File: config.mk
export PLATFORM = sky130hd
export DESIGN_NAME = ppls_front
export DESIGN_NICKNAME = d
export VERILOG_FILES = /design/src/rtl/core/ppls_pkg.sv /design/src/rtl/core/ppls_front.sv
export SDC_FILE = /design/constraint.sdc
export NUM_CORES = 1
export LEC_CHECK = 0
export BUFFER_PORTS_ARGS = -buffer_cell sky130_fd_sc_hd__buf_2
export CORE_AREA = 8 8 156 158
export DETAILED_ROUTE_END_ITERATION = 16
export DIE_AREA = 0 0 164 166
export PLACE_DENSITY = 0.6
export SYNTH_ARGS = -nofsm -noshare
export SYNTH_HDL_FRONTEND = slang
export SYNTH_SLANG_ARGS = --single-unit
File: constraint.sdc
create_clock -name vclk -period 4.8
set_clock_uncertainty 0.15 [all_clocks]
set_input_delay 1.44 -clock vclk [all_inputs]
set_output_delay 1.44 -clock vclk [all_outputs]
set_load 0.01 [all_outputs]
File: src/rtl/core/ppls_pkg.sv
// ---------------------------------------------------------------------------
// ppls_pkg
// Shared widths, types, register codes and helpers of the point light shader.
// ---------------------------------------------------------------------------
`default_nettype none

package ppls_pkg;

  // Coordinates and differences
  localparam int POS_W   = 16;
  localparam int DIFF_W  = POS_W + 1;
  localparam int MAG_W   = DIFF_W - 1;

  // Unit vectors, Q1.14
  localparam int FRAC_W  = 14;
  localparam int UNIT    = 1 << FRAC_W;
  localparam int UNIT_W  = FRAC_W + 2;
  localparam int MAGU_W  = FRAC_W + 1;
  localparam int DOT_W   = 2 * UNIT_W;

  // Colors and shade, Q1.10 and Q2.10
  localparam int COL_W     = 11;
  localparam int COL_FRAC  = COL_W - 1;
  localparam int COL_MAX   = 1 << COL_FRAC;
  localparam int SHADE_W   = 12;
  localparam int SHADE_MAX = (1 << SHADE_W) - 1;
  localparam int AMB_K     = 102;
  localparam int AMB_W     = 7;
  localparam int PROD_SH   = COL_FRAC + FRAC_W;
  localparam int SHININESS = 100;

  // Normalize unit: square root then restoring division
  localparam int SUMSQ_W    = 2 * MAG_W + 2;
  localparam int RAD_SH     = 16;
  localparam int RAD_W      = SUMSQ_W + RAD_SH;
  localparam int SQRT_STEPS = RAD_W / 2;
  localparam int ROOT_W     = RAD_W + 1;
  localparam int LEN_W      = SQRT_STEPS;
  localparam int DIV_SH     = 22;
  localparam int DIV_STEPS  = FRAC_W + 1;
  localparam int REM_W      = MAG_W + DIV_SH + 2;
  localparam int NORM_LAT   = SQRT_STEPS + DIV_STEPS + 3;

  // Back pipeline: two normalize passes, dot/reflect stages, power chain, color
  localparam int BACK_LAT = 2 * NORM_LAT + SHININESS + 9;

  // Queue between front and back
  localparam int FIFO_DEPTH = 4;
  localparam int FIFO_AW    = $clog2(FIFO_DEPTH);

  // Configuration port
  localparam int CFG_IDX_W = 3;
  localparam int CFG_W     = 3 * COL_W;

  typedef enum logic [CFG_IDX_W-1:0] {
    CFG_LIGHT_X  = 3'd0,
    CFG_LIGHT_Y  = 3'd1,
    CFG_LIGHT_Z  = 3'd2,
    CFG_AMBIENT  = 3'd3,
    CFG_DIFFUSE  = 3'd4,
    CFG_SPECULAR = 3'd5
  } cfg_idx_t;

  typedef logic signed [POS_W-1:0]  pos_t;
  typedef logic signed [DIFF_W-1:0] diff_t;
  typedef logic signed [UNIT_W-1:0] unit_t;
  typedef logic [MAGU_W-1:0]        mag_t;
  typedef logic [COL_W-1:0]         color_t;

  typedef pos_t   [2:0] light_t;
  typedef diff_t  [2:0] dvec_t;
  typedef unit_t  [2:0] uvec_t;
  typedef color_t [2:0] rgb_t;

  typedef struct packed {
    dvec_t nrm;
    dvec_t ldir;
    dvec_t vdir;
    rgb_t  col;
  } work_t;

  typedef struct packed {
    rgb_t amb;
    rgb_t dif;
    rgb_t spc;
  } intens_t;

  function automatic color_t sat_color(input logic [COL_W-1:0] c);
    return (c > COL_W'(COL_MAX)) ? COL_W'(COL_MAX) : c;
  endfunction

  function automatic rgb_t sat_rgb(input logic [CFG_W-1:0] v);
    rgb_t r;
    for (int i = 0; i < 3; i++) begin
      r[i] = sat_color(v[COL_W*i +: COL_W]);
    end
    return r;
  endfunction

  // max(t,0) >> 14, saturated to one
  function automatic mag_t clamp_dot(input logic signed [DOT_W+1:0] t);
    logic signed [DOT_W+1:0] sh;
    sh = t >>> FRAC_W;
    if (t <= 0) begin
      return '0;
    end else if (sh > (DOT_W+2)'(UNIT)) begin
      return MAGU_W'(UNIT);
    end
    return sh[MAGU_W-1:0];
  endfunction

endpackage

`default_nettype wire

File: src/rtl/core/ppls_front.sv
// ---------------------------------------------------------------------------
// ppls_front
// Accept a fragment, form light and view differences, saturate the color.
// ---------------------------------------------------------------------------
`default_nettype none

module ppls_front (
  input  logic              in_valid,
  output logic              in_ready,
  input  ppls_pkg::pos_t    point_x,
  input  ppls_pkg::pos_t    point_y,
  input  ppls_pkg::pos_t    point_z,
  input  ppls_pkg::pos_t    normal_x,
  input  ppls_pkg::pos_t    normal_y,
  input  ppls_pkg::pos_t    normal_z,
  input  ppls_pkg::color_t  base_red,
  input  ppls_pkg::color_t  base_green,
  input  ppls_pkg::color_t  base_blue,
  input  ppls_pkg::pos_t    eye_x,
  input  ppls_pkg::pos_t    eye_y,
  input  ppls_pkg::pos_t    eye_z,
  input  ppls_pkg::light_t  light,
  input  logic              full,
  output logic              push,
  output ppls_pkg::work_t   work
);

  ppls_pkg::light_t pt;
  ppls_pkg::light_t nr;
  ppls_pkg::light_t ey;

  assign pt = {point_z, point_y, point_x};
  assign nr = {normal_z, normal_y, normal_x};
  assign ey = {eye_z, eye_y, eye_x};

  assign in_ready = !full;
  assign push     = in_valid && !full;

  always_comb begin
    for (int i = 0; i < 3; i++) begin
      work.nrm[i]  = {nr[i][ppls_pkg::POS_W-1], nr[i]};
      work.ldir[i] = {light[i][ppls_pkg::POS_W-1], light[i]}
                   - {pt[i][ppls_pkg::POS_W-1], pt[i]};
      work.vdir[i] = {ey[i][ppls_pkg::POS_W-1], ey[i]}
                   - {pt[i][ppls_pkg::POS_W-1], pt[i]};
    end
    work.col[0] = ppls_pkg::sat_color(base_red);
    work.col[1] = ppls_pkg::sat_color(base_green);
    work.col[2] = ppls_pkg::sat_color(base_blue);
  end

endmodule

`default_nettype wire

==> results.cfg <==
[global_routing]
grt_pass1_wl_mm = 30.6
grt_max_degree = 12
grt_use_total_pct = 13.1
grt.overflow.total = 0
grt_pass1_vias = 6570
antenna_found_initial = 1

[synth]
synth_mux_area_share_pct = 0
yosys.area_share.simple_pct = 18.5
syn_inst = 697
synth_xor_xnor_area_share_pct = 13.3
synth.distinct_cells = 55
netlist_area_um2 = 4930
yosys_warnings = 0
synthesis.nets = 1026
yosys-top-cells-area = ha_1, xnor2_1, buf_4
syn_avg_cell_area_um2 = 7.07
synth-compound-area-share_pct = 26.1
yosys.area.top_type = ha_1
synth_top_family_by_area = adder cells
synthAdderAreaFrac_pct = 26.8
seq_area_frac_synth_pct = 0
synth_top_area_share_pct = 24.4

[placed_design]
dp_slack_ns = -0.415
dp.cells = 1327
portBuffers = 316
gp_congestion = 0.920
hpwl_mm = 16.7
dpl-instance-area_um2 = 7110

[timing]
max_freq_mhz = 197
setup_violations = 24
relSlewSlack_pct = 76.4
rsz0062_at_grt = true
worst_slack_ns = -0.274
fin_crit_ns = 5.07
tightest_slew_ns = 0.350
maxSlewViolCount = 0
hold_viol_final = 0
fin_hold_ws_ns = 2.73
finalCritPeriodShare_pct = 106

[layout]
nets = 1403
final_common_cell = buf_2
mostFrequentLayoutCells = buf_2, buf_4, inv_1, ha_1, xnor2_1
n_sequential_cell = 0
area_delta_synth_final_pct = 73.6
n_clock_buffer = 0
fillers = 2240
drive_above_1_share_pct = 54.9
fin_area_um2 = 8560
stdcell_count = 1358
seq_area_um2 = 0

[pwr]
p_leak_nw = 4.39
power_mw = 1.32
ir_drop_v = 0.0000777
power_density_nw_per_um2 = 154

[setup_path]
cp-end-kind = output pin
arrival_ns = 3.48
worstSetupPathType = in -> out
crit_fanout = 2
crit_path_start_kind = input port
critPathRequiredTime_ns = 3.21

[outcome]
violations = setup timing
run_status = finished with violations

[floorplanning]
dieWidth_um = 164
row_count = 55
fp.dieH_um = 166
die_area_um2 = 27200
core_area_um2 = 22100
io-pin-count = 415
floorplan.initialDensity_pct = 22.3

[detailed_routing]
dr.pass1.iters = 4
remaining_drc_errors = 0
wirelength_mm = 20.2
ant_nets = 0
vias = 6245
drt_iter0_drc = 184
via_per_inst = 4.60
post_drt_wl_per_cell_um = 14.9

[hold_path]
min_path_type = in -> out

[flow_run]
max_cap_viol_count = 0

[clock_tree]
cts_hold_buf = 0
-- area by class of cell --
type / instances / area (µm²) / area share [%]
diodes: 1 / 2.50 / 0.0292
inverters: 92 / 380 / 4.44
multi-input cells: 548 / 5140 / 60.1
well taps: 285 / 357 / 4.17
repair buffers: 432 / 2680 / 31.3
-- kinds of logic (layout without fill, tap and decap cells) --
logic type               Yosys count  in the layout
other                              0              1
AND/OR/NAND/NOR                  176            176
buffers and inverters            149            524
XOR/XNOR                          75             75
AO/OA/AOI/OAI                    195            195
adder cells (fa/ha/maj)          102            102
-- worst max-delay path: stages --
cell      delay (ns)
buf_8           0.10
inv_6           0.05
ha_4            0.18
nor2b_4         0.12
o31a_1          0.26
o41a_1          0.37
a21bo_1         0.22
and2_4          0.15
a311oi_2        0.28
xnor2_1         0.15
buf_4           0.17
-- cell usage after synthesis, types with 2 or more instances --
library cell	n
or3_1	4
xor2_1	17
a211oi_1	2
a21oi_1	51
o21ai_1	10
o2111ai_1	5
xnor2_1	58
nor3_1	8
nand2b_1	11
nand2_1	28
a221oi_1	4
a31oi_1	10
o22ai_1	6
o21bai_1	9
fa_1	6
o211ai_1	5
a21boi_0	3
a21boi_1	2
nor4_1	2
o31a_1	4
o21a_1	20
and2_1	5
ha_1	96
o21ai_0	25
nand3_1	11
inv_1	92
clkbuf_1	6
o31ai_1	4
a21o_1	20
buf_4	51
nor2b_1	51
nand3b_1	3
o41a_1	2
nor2_1	45
-- routing by layer --
layer  GRT usage, %  vias up  wire length, µm
met1           13.8     2861             7640
met5              0        -               13
met2           25.7      213            10800
li1               -     3123                -
met3           2.48       46             1270
met4           3.01        2              487
-- path summary, 6_finish.rpt --
path / from / end / depth (start not counted)
setup / recovery: point_x[1] / work[99] / 11
hold / removal: normal_x[1] / work[136] / 0
-- where the power goes --
part / switching, mW / internal (mW) / leakage [nW] / total (mW)
sequential: 0 / 0 / 0 / 0
clock: 0 / 0.0000000279 / 0.00000634 / 0.0000000279
combinational: 0.663 / 0.657 / 4.39 / 1.32
-- timing repair --
action                                  CTS  global route
resized for setup                       165            96
pin swaps                                94           101
setup buffers                            17            19
endpoints found under the setup margin   50            52
-- stage by stage --
step	utilization (%)	TNS, ns
floorplan	-	-0.0334
CTS	36.2	-3.83
global placement	32.2	-8.60
detailed placement	32.2	-8.98
global route	38.7	-4.88
finish	38.7	-2.03
No activity file was read; power rests on OpenSTA's default activity.
