`src/rtl/core/ppls_pkg.sv`:
```
// ---------------------------------------------------------------------------
// ppls_pkg
// Shared widths, types, register codes and helpers of the point light shader.
// ---------------------------------------------------------------------------
`default_nettype none

package ppls_pkg;

  // Coordinates and differences
  localparam int POS_W   = 16;
  localparam int DIFF_W  = POS_W + 1;
  localparam int MAG_W   = DIFF_W - 1;

  // Unit vectors, Q1.14
  localparam int FRAC_W  = 14;
  localparam int UNIT    = 1 << FRAC_W;
  localparam int UNIT_W  = FRAC_W + 2;
  localparam int MAGU_W  = FRAC_W + 1;
  localparam int DOT_W   = 2 * UNIT_W;

  // Colors and shade, Q1.10 and Q2.10
  localparam int COL_W     = 11;
  localparam int COL_FRAC  = COL_W - 1;
  localparam int COL_MAX   = 1 << COL_FRAC;
  localparam int SHADE_W   = 12;
  localparam int SHADE_MAX = (1 << SHADE_W) - 1;
  localparam int AMB_K     = 102;
  localparam int AMB_W     = 7;
  localparam int PROD_SH   = COL_FRAC + FRAC_W;
  localparam int SHININESS = 100;

  // Normalize unit: square root then restoring division
  localparam int SUMSQ_W    = 2 * MAG_W + 2;
  localparam int RAD_SH     = 16;
  localparam int RAD_W      = SUMSQ_W + RAD_SH;
  localparam int SQRT_STEPS = RAD_W / 2;
  localparam int ROOT_W     = RAD_W + 1;
  localparam int LEN_W      = SQRT_STEPS;
  localparam int DIV_SH     = 22;
  localparam int DIV_STEPS  = FRAC_W + 1;
  localparam int REM_W      = MAG_W + DIV_SH + 2;
  localparam int NORM_LAT   = SQRT_STEPS + DIV_STEPS + 3;

  // Back pipeline: two normalize passes, dot/reflect stages, power chain, color
  localparam int BACK_LAT = 2 * NORM_LAT + SHININESS + 9;

  // Queue between front and back
  localparam int FIFO_DEPTH = 4;
  localparam int FIFO_AW    = $clog2(FIFO_DEPTH);

  // Configuration port
  localparam int CFG_IDX_W = 3;
  localparam int CFG_W     = 3 * COL_W;

  typedef enum logic [CFG_IDX_W-1:0] {
    CFG_LIGHT_X  = 3'd0,
    CFG_LIGHT_Y  = 3'd1,
    CFG_LIGHT_Z  = 3'd2,
    CFG_AMBIENT  = 3'd3,
    CFG_DIFFUSE  = 3'd4,
    CFG_SPECULAR = 3'd5
  } cfg_idx_t;

  typedef logic signed [POS_W-1:0]  pos_t;
  typedef logic signed [DIFF_W-1:0] diff_t;
  typedef logic signed [UNIT_W-1:0] unit_t;
  typedef logic [MAGU_W-1:0]        mag_t;
  typedef logic [COL_W-1:0]         color_t;

  typedef pos_t   [2:0] light_t;
  typedef diff_t  [2:0] dvec_t;
  typedef unit_t  [2:0] uvec_t;
  typedef color_t [2:0] rgb_t;

  typedef struct packed {
    dvec_t nrm;
    dvec_t ldir;
    dvec_t vdir;
    rgb_t  col;
  } work_t;

  typedef struct packed {
    rgb_t amb;
    rgb_t dif;
    rgb_t spc;
  } intens_t;

  function automatic color_t sat_color(input logic [COL_W-1:0] c);
    return (c > COL_W'(COL_MAX)) ? COL_W'(COL_MAX) : c;
  endfunction

  function automatic rgb_t sat_rgb(input logic [CFG_W-1:0] v);
    rgb_t r;
    for (int i = 0; i < 3; i++) begin
      r[i] = sat_color(v[COL_W*i +: COL_W]);
    end
    return r;
  endfunction

  // max(t,0) >> 14, saturated to one
  function automatic mag_t clamp_dot(input logic signed [DOT_W+1:0] t);
    logic signed [DOT_W+1:0] sh;
    sh = t >>> FRAC_W;
    if (t <= 0) begin
      return '0;
    end else if (sh > (DOT_W+2)'(UNIT)) begin
      return MAGU_W'(UNIT);
    end
    return sh[MAGU_W-1:0];
  endfunction

endpackage

`default_nettype wire

```
`src/rtl/core/ppls_fifo.sv`:
```
// ---------------------------------------------------------------------------
// ppls_fifo
// Short queue of classified fragments between front and back.
// ---------------------------------------------------------------------------
`default_nettype none

module ppls_fifo (
  input  logic            clk,
  input  logic            rst,
  input  logic            push,
  input  logic            pop,
  input  ppls_pkg::work_t wdata,
  output ppls_pkg::work_t rdata,
  output logic            full,
  output logic            empty
);

  ppls_pkg::work_t mem [ppls_pkg::FIFO_DEPTH];
  logic [ppls_pkg::FIFO_AW-1:0] wr_ptr;
  logic [ppls_pkg::FIFO_AW-1:0] rd_ptr;
  logic [ppls_pkg::FIFO_AW:0]   count;

  assign full  = (count == (ppls_pkg::FIFO_AW+1)'(ppls_pkg::FIFO_DEPTH));
  assign empty = (count == '0);
  assign rdata = mem[rd_ptr];

  always_ff @(posedge clk) begin
    if (push) begin
      mem[wr_ptr] <= wdata;
    end
  end

  always_ff @(posedge clk) begin
    if (rst) begin
      wr_ptr <= '0;
      rd_ptr <= '0;
      count  <= '0;
    end else begin
      if (push) begin
        wr_ptr <= wr_ptr + 1'b1;
      end
      if (pop) begin
        rd_ptr <= rd_ptr + 1'b1;
      end
      if (push && !pop) begin
        count <= count + 1'b1;
      end else if (pop && !push) begin
        count <= count - 1'b1;
      end
    end
  end

endmodule

`default_nettype wire

```
`config.mk`:
```
export PLATFORM = sky130hd
export DESIGN_NAME = ppls_fifo
export DESIGN_NICKNAME = d
export VERILOG_FILES = /design/src/rtl/core/ppls_pkg.sv /design/src/rtl/core/ppls_fifo.sv
export SDC_FILE = /design/constraint.sdc
export NUM_CORES = 1
export LEC_CHECK = 0
export ABC_AREA = 1
export BUFFER_PORTS_ARGS = -buffer_cell sky130_fd_sc_hd__buf_2
export CAP_MARGIN = 5
export CORE_AREA = 2 2 224 226
export CTS_CLUSTER_DIAMETER = 100
export DETAILED_ROUTE_END_ITERATION = 10
export DIE_AREA = 0 0 226 228
export PLACE_DENSITY = 0.89
export SYNTH_ARGS = -nofsm -noshare
export SYNTH_HDL_FRONTEND = slang
export SYNTH_SLANG_ARGS = --single-unit
```
`constraint.sdc`:
```
create_clock -name clk -period 6.8 [get_ports clk]
set_clock_uncertainty 0.1 [all_clocks]
set_input_delay 0.34 -clock clk [delete_from_list [all_inputs] [get_ports clk]]
set_output_delay 0.34 -clock clk [all_outputs]
set_load 0.01 [all_outputs]
```
==> flow_summary_export.csv, run 1 <==
group,metric,value,unit
synth,mappedNetlistNets,2052,
synth,yosys_most_used_dff,"sky130_fd_sc_hd__edfxtp_1",
synth,synth_mux_area_frac,0,
synth,yosys.area_share.xor_xnor,0.0003147,
synth,yosysSeqAreaShare,0.8093,
timing,fmax,225.3,MHz
final_layout,num-nets-final,2588,
synth,post_synthesis_mean_instance_area,14.99,um2
synth,asyncSetResetFlopFracSynth,0,
timing,maxSlewViolCount,0,
worst_setup_path,worst_path_dominant_cell_family,"buffers and inverters",
floorplanning,floorplan.rows,82,
final_layout,instances_no_fill,3126,
floorplanning,floorplan.die.height,228,um
power_and_ir_drop,ir_drop,0.0003605,V
timing,period_share,0.6527,
place,placed_area,30130,um2
detailed_routing,num_vias,19180,
final_layout,filler_cell_count,2809,
worst_setup_path,critical_path.endpoint,"rdata[68]",
power_and_ir_drop,p_clk_frac,0.384,
power_and_ir_drop,power_frac_comb,0.100,
timing,timing.final.crit_period,4.439,ns
floorplanning,die_area,51530,um2
worst_setup_path,worstPathArrival,4.00,ns
synth,synth_top_cell_by_area,"sky130_fd_sc_hd__edfxtp_1",
grt,grt_antenna_before_repair,8,
synth,synthMostInstantiatedCell,"sky130_fd_sc_hd__edfxtp_1",
worst_setup_path,crit_path_cell_trace,"buf_4 -> buf_4 -> o21ai_0 -> o22ai_1 -> buf_2",
worst_setup_path,r2r-end,"mem[2][170]$_DFFE_PP_",
worst_setup_path,timing.reg2reg.setup_slack,4.05,ns
clock_tree,cts-root-to-sink-buffers,3,
worst_setup_path,crit_required,6.36,ns
timing,timing.final.hold_violations,0,
synth,synth-seq-cells,753,
floorplanning,core-area,49350,um2
job,drv_cap,0,
grt,grt_first_pass_wirelength,111500,um
synth,post_synth_and_or_nand_nor_area_fraction,0.05297,
clock_tree,post_cts.repair.setup_buffers,0,
synth,synth_cell_area,27830,um2
worst_setup_path,setup.worst_path.end_class,"primary output",
worst_setup_path,worstReg2RegStart,"wr_ptr[0]$_SDFFE_PP0P_",
synth,synthesis.instances,1856,
min_path,holdCritPathClass,"input port to flop",
floorplanning,floorplan.initialDensity,0.5639,
detailed_routing,final_antenna_net_count,0,
place,place.detailed.hpwl,35290,um
timing,final-setup-viol-count,0,
synth,largest_family_of_logic_cells_by_synthesized_area,"compound AO/OA/AOI/OAI gates",
detailed_routing,drt_via_density,6.137,
clock_tree,tritoncts.num_buffers,73,
floorplanning,floorplan.io_pins,378,
power_and_ir_drop,power_frac_seq,0.517,
synth,post_synth_most_frequent_cells,"744 x sky130_fd_sc_hd__edfxtp_1, 378 x sky130_fd_sc_hd__nor2_1, 356 x sky130_fd_sc_hd__o21ai_0",
clock_tree,clock_sinks,753,
power_and_ir_drop,total_power_divided_by_cell_area,303.2,nW/um2
timing,tightest_slew,1.092,ns
detailed_routing,wl_per_cell,23.93,um
outcome,status,"complete, no violations",
place,placed_cells_incl_taps,2801,
worst_setup_path,r2r.worst_path.cells,5,
detailed_routing,drtIter0Drc,2425,
worst_setup_path,crit_type,"flop to primary output",
place,placement.io_buffers,377,
clock_tree,worst_setup_hold_path_clk_slew,0.07,ns
worst_setup_path,crit_path_max_fanout,100,
final_layout,flow.area_growth_from_synthesis,23.37,%
clock_tree,clock_tree_from_tritoncts,"done",
detailed_routing,drt_first_pass_iters,5,
place,globalplace.congestion,0.7965,
grt,globalRouteTotalUtil,0.2848,
synth,synth.top_cells.by_area,"sky130_fd_sc_hd__edfxtp_1 80%, sky130_fd_sc_hd__o21ai_0 6.4%, sky130_fd_sc_hd__nor2_1 5.1%, sky130_fd_sc_hd__o22ai_1 4.2%, sky130_fd_sc_hd__clkbuf_1 0.98%",
power_and_ir_drop,sw_share,0.2389,
min_path,timing.hold.worst_path_depth,3,
power_and_ir_drop,sw_power,2.487,mW
grt,grt_start_max_net_pins,196,
detailed_routing,drt-total-wl,74820,um
power_and_ir_drop,power.internal,7.923,mW
worst_setup_path,cp_common_cell,"sky130_fd_sc_hd__buf_4",
timing,relSlewSlack,0.2720,
timing,finalSetupTns,0,ns
power_and_ir_drop,static-leakage-power,12.01,nW
grt,vias_in_the_first_global_route,19130,
floorplanning,die_w,226,um
clock_tree,h-tree-depth,3,
synth,area_share_of_fa_ha_maj_cells_after_synthesis,0.002967,
worst_setup_path,critical-path-slowest-cell,"sky130_fd_sc_hd__buf_4",
synth,post_synth_num_cell_types,21,
worst_setup_path,worst-path-stages,5,
worst_setup_path,critPathBufInv,3,
worst_setup_path,largest_incremental_delay_on_the_critical_path,0.94,ns
synth,yosys.area.top_type_share,0.8028,
detailed_routing,drt_drc_violations_left,0,
synth,synth_edf_count,744,
worst_setup_path,startpoint_type,"flop",
clock_tree,clock_insertion_delay_worst_skew,0.59,ns
synth,yosys_warnings,0,
grt,grt_overflow_total,0,
timing,setup_repair_after_global_routing_missed_its_margin,"no",
final_layout,post-route-cell-area,34330,um2
synth,synth-compound-area-share,0.1102,
clock_tree,ctsRootBufferMaster,"sky130_fd_sc_hd__clkbuf_16",
final_layout,post_route_cells_drive_above_1_share,0.2040,
-- registers in the layout (all words and copies together) (netlist names), named ones only --
| register | cells |
|---|---|
| mem | 744 |
| count | 3 |
| rd_ptr | 2 |
| wr_ptr | 2 |
-- worst min path at each step --
stage,startpoint,endpoint,slack [ns]
2_1_floorplan,rd_ptr[1]$_SDFFE_PP0P_,flop,0.31
3_3_place_gp,rd_ptr[1]$_SDFFE_PP0P_,flop,0.31
3_5_place_dp,rd_ptr[1]$_SDFFE_PP0P_,flop,0.33
4_1_cts,push,wr_ptr[1]$_SDFFE_PP0P_,0.009
5_1_grt,push,wr_ptr[1]$_SDFFE_PP0P_,0.06
6_report,push,wr_ptr[1]$_SDFFE_PP0P_,0.06
-- logic make-up (layout without fill, tap and decap cells) --
| kind of cell | after synthesis | in the layout |
|---|---|---|
| AO/OA/AOI/OAI | 566 | 566 |
| XOR/XNOR | 1 | 1 |
| adder cells (fa/ha/maj) | 6 | 6 |
| buffers and inverters | 139 | 729 |
| flip-flops | 753 | 753 |
| other | 0 | 8 |
| AND/OR/NAND/NOR | 391 | 391 |
-- metrics by stage --
stage,worst slack [ns],util,power (mW),hold slack [ns]
finish,2.361,0.6957,10.41,0.05759
floorplan,2.002,-,5.962,0.3115
CTS,2.509,0.6952,10.30,0.009030
detailed placement,3.169,0.6106,6.349,0.3335
global placement,3.344,0.6106,6.295,0.3145
global route,2.229,0.6956,10.66,0.05774
-- tightest hold or removal path: cells and delay by family --
family                 cells  cell delay, ns
buffers and inverters      2            0.26
AO/OA/AOI/OAI              1            0.09
-- power groups by stage --
stage | sequential (mW) | clock [mW] | combinational, mW
after floorplan | 5.47 | 0 | 0.490
after global placement | 5.45 | 0 | 0.842
after detailed placement | 5.47 | 0 | 0.884
after CTS | 5.37 | 3.94 | 0.987
after global routing | 5.39 | 4.18 | 1.10
final | 5.38 | 4.00 | 1.04
-- cell usage in the layout (no fill, tap or decap) --
cell type,synthesis,routed
sky130_fd_sc_hd__edfxtp_1,744,744
sky130_fd_sc_hd__clkinv_8,0,1
sky130_fd_sc_hd__ha_1,5,5
sky130_fd_sc_hd__a21oi_1,3,3
sky130_fd_sc_hd__nor3_1,2,2
sky130_fd_sc_hd__nand2_1,9,9
sky130_fd_sc_hd__diode_2,0,8
sky130_fd_sc_hd__clkinvlp_4,0,2
sky130_fd_sc_hd__xor2_1,1,1
sky130_fd_sc_hd__nor2_1,378,378
sky130_fd_sc_hd__clkinv_1,0,15
sky130_fd_sc_hd__inv_8,0,5
sky130_fd_sc_hd__bufinv_16,0,5
sky130_fd_sc_hd__o22ai_1,186,186
sky130_fd_sc_hd__inv_1,15,11
sky130_fd_sc_hd__dfxtp_1,9,7
sky130_fd_sc_hd__clkbuf_16,0,77
sky130_fd_sc_hd__o21ai_1,21,21
sky130_fd_sc_hd__o21ai_0,356,356
sky130_fd_sc_hd__clkbuf_1,73,18
sky130_fd_sc_hd__dfxtp_4,0,2
sky130_fd_sc_hd__fa_1,1,1
sky130_fd_sc_hd__buf_4,1,18
sky130_fd_sc_hd__clkinv_2,0,7
sky130_fd_sc_hd__nand4_1,1,1
sky130_fd_sc_hd__inv_6,0,4
sky130_fd_sc_hd__nand3_1,1,1
sky130_fd_sc_hd__buf_2,34,377
sky130_fd_sc_hd__inv_4,1,1
sky130_fd_sc_hd__dlygate4sd3_1,0,188
-- layout make-up --
cell class / count / area, um2 / area share
flip-flops and latches: 753 / 22530 / 0.6562
multi-input cells: 964 / 4631 / 0.1349
repair buffers: 583 / 3904 / 0.1137
clock buffers: 95 / 1994 / 0.05809
well taps: 672 / 840.8 / 0.02449
clock inverters: 34 / 302.8 / 0.008820
inverters: 17 / 108.9 / 0.003171
diodes: 8 / 20.02 / 0.0005831
-- metal layers --
metal	GRT usage	share of wire
met2	0.4866	0.51
met1	0.3453	0.34
met5	0	0.000094
met3	0.06376	0.11
met4	0.1318	0.045
-- what timing repair did --
action / 4_1_cts / 5_1_grt
setup endpoints to repair: 0 / 0
gates resized for setup: 0 / 0
hold buffers: 188 / 0
endpoints found under the hold margin: 752 / 0
Note: power is estimated with default switching activity, not from simulation.
==> run 2: changes to the inputs <==
==> constraint.sdc (replaced) <==
create_clock -name clk -period 4.55 [get_ports clk]
set_clock_uncertainty 0.1 [all_clocks]
set_input_delay 0.2275 -clock clk [delete_from_list [all_inputs] [get_ports clk]]
set_output_delay 0.2275 -clock clk [all_outputs]
set_load 0.01 [all_outputs]
==> run 2 against run 1 <==
  * Register-to-register slack got worse by 2.0 ns
  * First-iteration DRC count decreased by 6.6%
  * Highest routed layer unchanged
  * Via count decreased by 0.89%
  * Core utilization increased by 0.18 points
  * Critical endpoint is now rdata[42]
  * Flip-flop and latch count unchanged
==> flow_summary_export.csv, run 2 (synthesized netlist as in run 1, its figures left out) <==
group,metric,value,unit
clock_tree,worst_setup_hold_path_clk_slew,0.06,ns
power_and_ir_drop,sw_power,3.709,mW
clock_tree,clock_insertion_delay_worst_skew,0.59,ns
timing,final-setup-viol-count,0,
timing,tightest_slew,1.266,ns
floorplanning,die_area,51530,um2
worst_setup_path,crit_required,4.22,ns
place,placed_cells_incl_taps,2802,
place,place.detailed.hpwl,34250,um
floorplanning,floorplan.rows,82,
detailed_routing,final_antenna_net_count,0,
final_layout,flow.area_growth_from_synthesis,23.68,%
floorplanning,die_w,226,um
timing,timing.final.hold_violations,0,
power_and_ir_drop,p_clk_frac,0.376,
worst_setup_path,worstReg2RegStart,"wr_ptr[0]$_SDFFE_PP0P_",
worst_setup_path,largest_incremental_delay_on_the_critical_path,0.72,ns
detailed_routing,drt-total-wl,72690,um
final_layout,num-nets-final,2590,
worst_setup_path,worstPathArrival,3.13,ns
worst_setup_path,crit_path_cell_trace,"clkinv_8 -> buf_4 -> o21ai_0 -> o22ai_1 -> buf_2",
timing,maxSlewViolCount,0,
worst_setup_path,worst_path_dominant_cell_family,"buffers and inverters",
detailed_routing,num_vias,19010,
worst_setup_path,worst-path-stages,5,
grt,grt_antenna_before_repair,4,
final_layout,seq_area,22530,um2
worst_setup_path,r2r-end,"mem[3][61]$_DFFE_PP_",
worst_setup_path,crit_path_max_fanout,147,
final_layout,filler_cell_count,2829,
place,placed_area,30270,um2
power_and_ir_drop,static-leakage-power,12.01,nW
clock_tree,tritoncts.num_buffers,73,
power_and_ir_drop,power.total,15.36,mW
detailed_routing,drt_first_pass_iters,6,
worst_setup_path,critical-path-slowest-cell,"sky130_fd_sc_hd__dfxtp_4",
grt,grt_start_max_net_pins,211,
final_layout,instances_no_fill,3124,
worst_setup_path,crit_type,"flop to primary output",
detailed_routing,drtIter0Drc,2266,
grt,grt_overflow_total,0,
floorplanning,floorplan.io_pins,378,
final_layout,post_route_cells_drive_above_1_share,0.2065,
timing,period_share,0.7603,
timing,fmax,289.1,MHz
final_layout,post-route-cell-area,34420,um2
worst_setup_path,critical_path.endpoint,"rdata[42]",
power_and_ir_drop,total_power_divided_by_cell_area,446.3,nW/um2
power_and_ir_drop,power.internal,11.65,mW
final_layout,utilization,0.6974,
job,drv_cap,0,
power_and_ir_drop,ir_drop,0.0004212,V
clock_tree,clock_sinks,753,
worst_setup_path,r2r.worst_path.cells,4,
final_layout,area_taken_by_multi_input_logic_gates,4631,um2
detailed_routing,wl_per_cell,23.27,um
final_layout,register_with_the_most_flip_flops,"mem",
clock_tree,h-tree-depth,3,
power_and_ir_drop,sw_share,0.2415,
timing,finalSetupTns,0,ns
power_and_ir_drop,power_frac_seq,0.524,
floorplanning,floorplan.initialDensity,0.5639,
timing,timing.final.crit_period,3.459,ns
worst_setup_path,critPathBufInv,3,
grt,grt_first_pass_wirelength,108800,um
clock_tree,clock_tree_from_tritoncts,"done",
floorplanning,core-area,49350,um2
power_and_ir_drop,power_frac_comb,0.100,
min_path,holdCritPathClass,"input port to flop",
worst_setup_path,startpoint_type,"flop",
final_layout,largest_register_ff_count,744,
final_layout,mostFrequentLayoutCells,"744 x sky130_fd_sc_hd__edfxtp_1, 378 x sky130_fd_sc_hd__nor2_1, 377 x sky130_fd_sc_hd__buf_2, 356 x sky130_fd_sc_hd__o21ai_0, 189 x sky130_fd_sc_hd__dlygate4sd3_1",
worst_setup_path,setup.worst_path.end_class,"primary output",
place,globalplace.congestion,0.7957,
detailed_routing,drt_drc_violations_left,0,
timing,setup_repair_after_global_routing_missed_its_margin,"no",
floorplanning,floorplan.die.height,228,um
clock_tree,ctsRootBufferMaster,"sky130_fd_sc_hd__clkbuf_16",
timing,final_setup_slack_of_the_worst_path,1.091,ns
outcome,status,"complete, no violations",
grt,vias_in_the_first_global_route,19170,
final_layout,layout.cells.most_common,"sky130_fd_sc_hd__edfxtp_1",
worst_setup_path,timing.reg2reg.setup_slack,2.01,ns
clock_tree,cts-root-to-sink-buffers,3,
timing,timing.hold.ws,0.2686,ns
clock_tree,post_cts_resized,0,
detailed_routing,drt_via_density,6.086,
timing,relSlewSlack,0.1557,
place,placement.io_buffers,377,
place,detailedPlace.worstSlack,1.802,ns
final_layout,layout_top_registers,"mem: 744 flops, count: 3 flops",
grt,globalRouteTotalUtil,0.2777,
run 2: metal layers:
metal	share of wire	routed length, um	up-vias	GRT usage
met1	0.34	25020	9269	0.3362
met4	0.042	3027	6	0.1302
met2	0.51	37070	1360	0.4708
li1	-	-	8118	-
met5	0.00055	40	-	0
met3	0.10	7530	260	0.06698
run 2: cell type report:
cell class                 count  area share
inverter                      17    0.002726
sequential                   753      0.6546
timing repair buffer         585      0.1183
antenna                        2   0.0001454
tap                          672     0.02443
clock buffer                  91     0.05653
multi-input combinational    964      0.1345
clock inverter                40    0.008761
run 2: worst register-to-register path: cells and delay by family, from the launching register on:
kind          cells  cell delay (ns)
fa+ha+maj         1             0.19
flops             1             0.33
buf+inv           2             1.38
simple gates      1             0.10
run 2: repair_timing:
item / 4_1_cts / 5_1_grt
setup buffers: 0 / 0
hold buffers: 189 / 0
hold endpoints to repair: 753 / 0
run 2: worst min path at each step:
| stage | to | slack (ns) | from | cells past startpoint |
|---|---|---|---|---|
| 2_1_floorplan | count[0]$_SDFFE_PP0P_ | 0.20 | rst | 1 |
| 3_3_place_gp | count[0]$_SDFFE_PP0P_ | 0.30 | rst | 2 |
| 3_5_place_dp | count[0]$_SDFFE_PP0P_ | 0.31 | rst | 2 |
| 4_1_cts | count[0]$_SDFFE_PP0P_ | 0.21 | rst | 3 |
| 5_1_grt | count[0]$_SDFFE_PP0P_ | 0.25 | rst | 3 |
| 6_report | count[0]$_SDFFE_PP0P_ | 0.27 | rst | 3 |
run 2: power groups by stage:
| stage | combinational [mW] | clock (mW) | sequential, mW |
|---|---|---|---|
| detailed placement | 1.32 | 0 | 8.17 |
| global route | 1.64 | 6.07 | 8.06 |
| global placement | 1.26 | 0 | 8.15 |
| CTS | 1.47 | 5.72 | 8.03 |
| floorplan | 0.734 | 0 | 8.16 |
| finish | 1.53 | 5.78 | 8.05 |
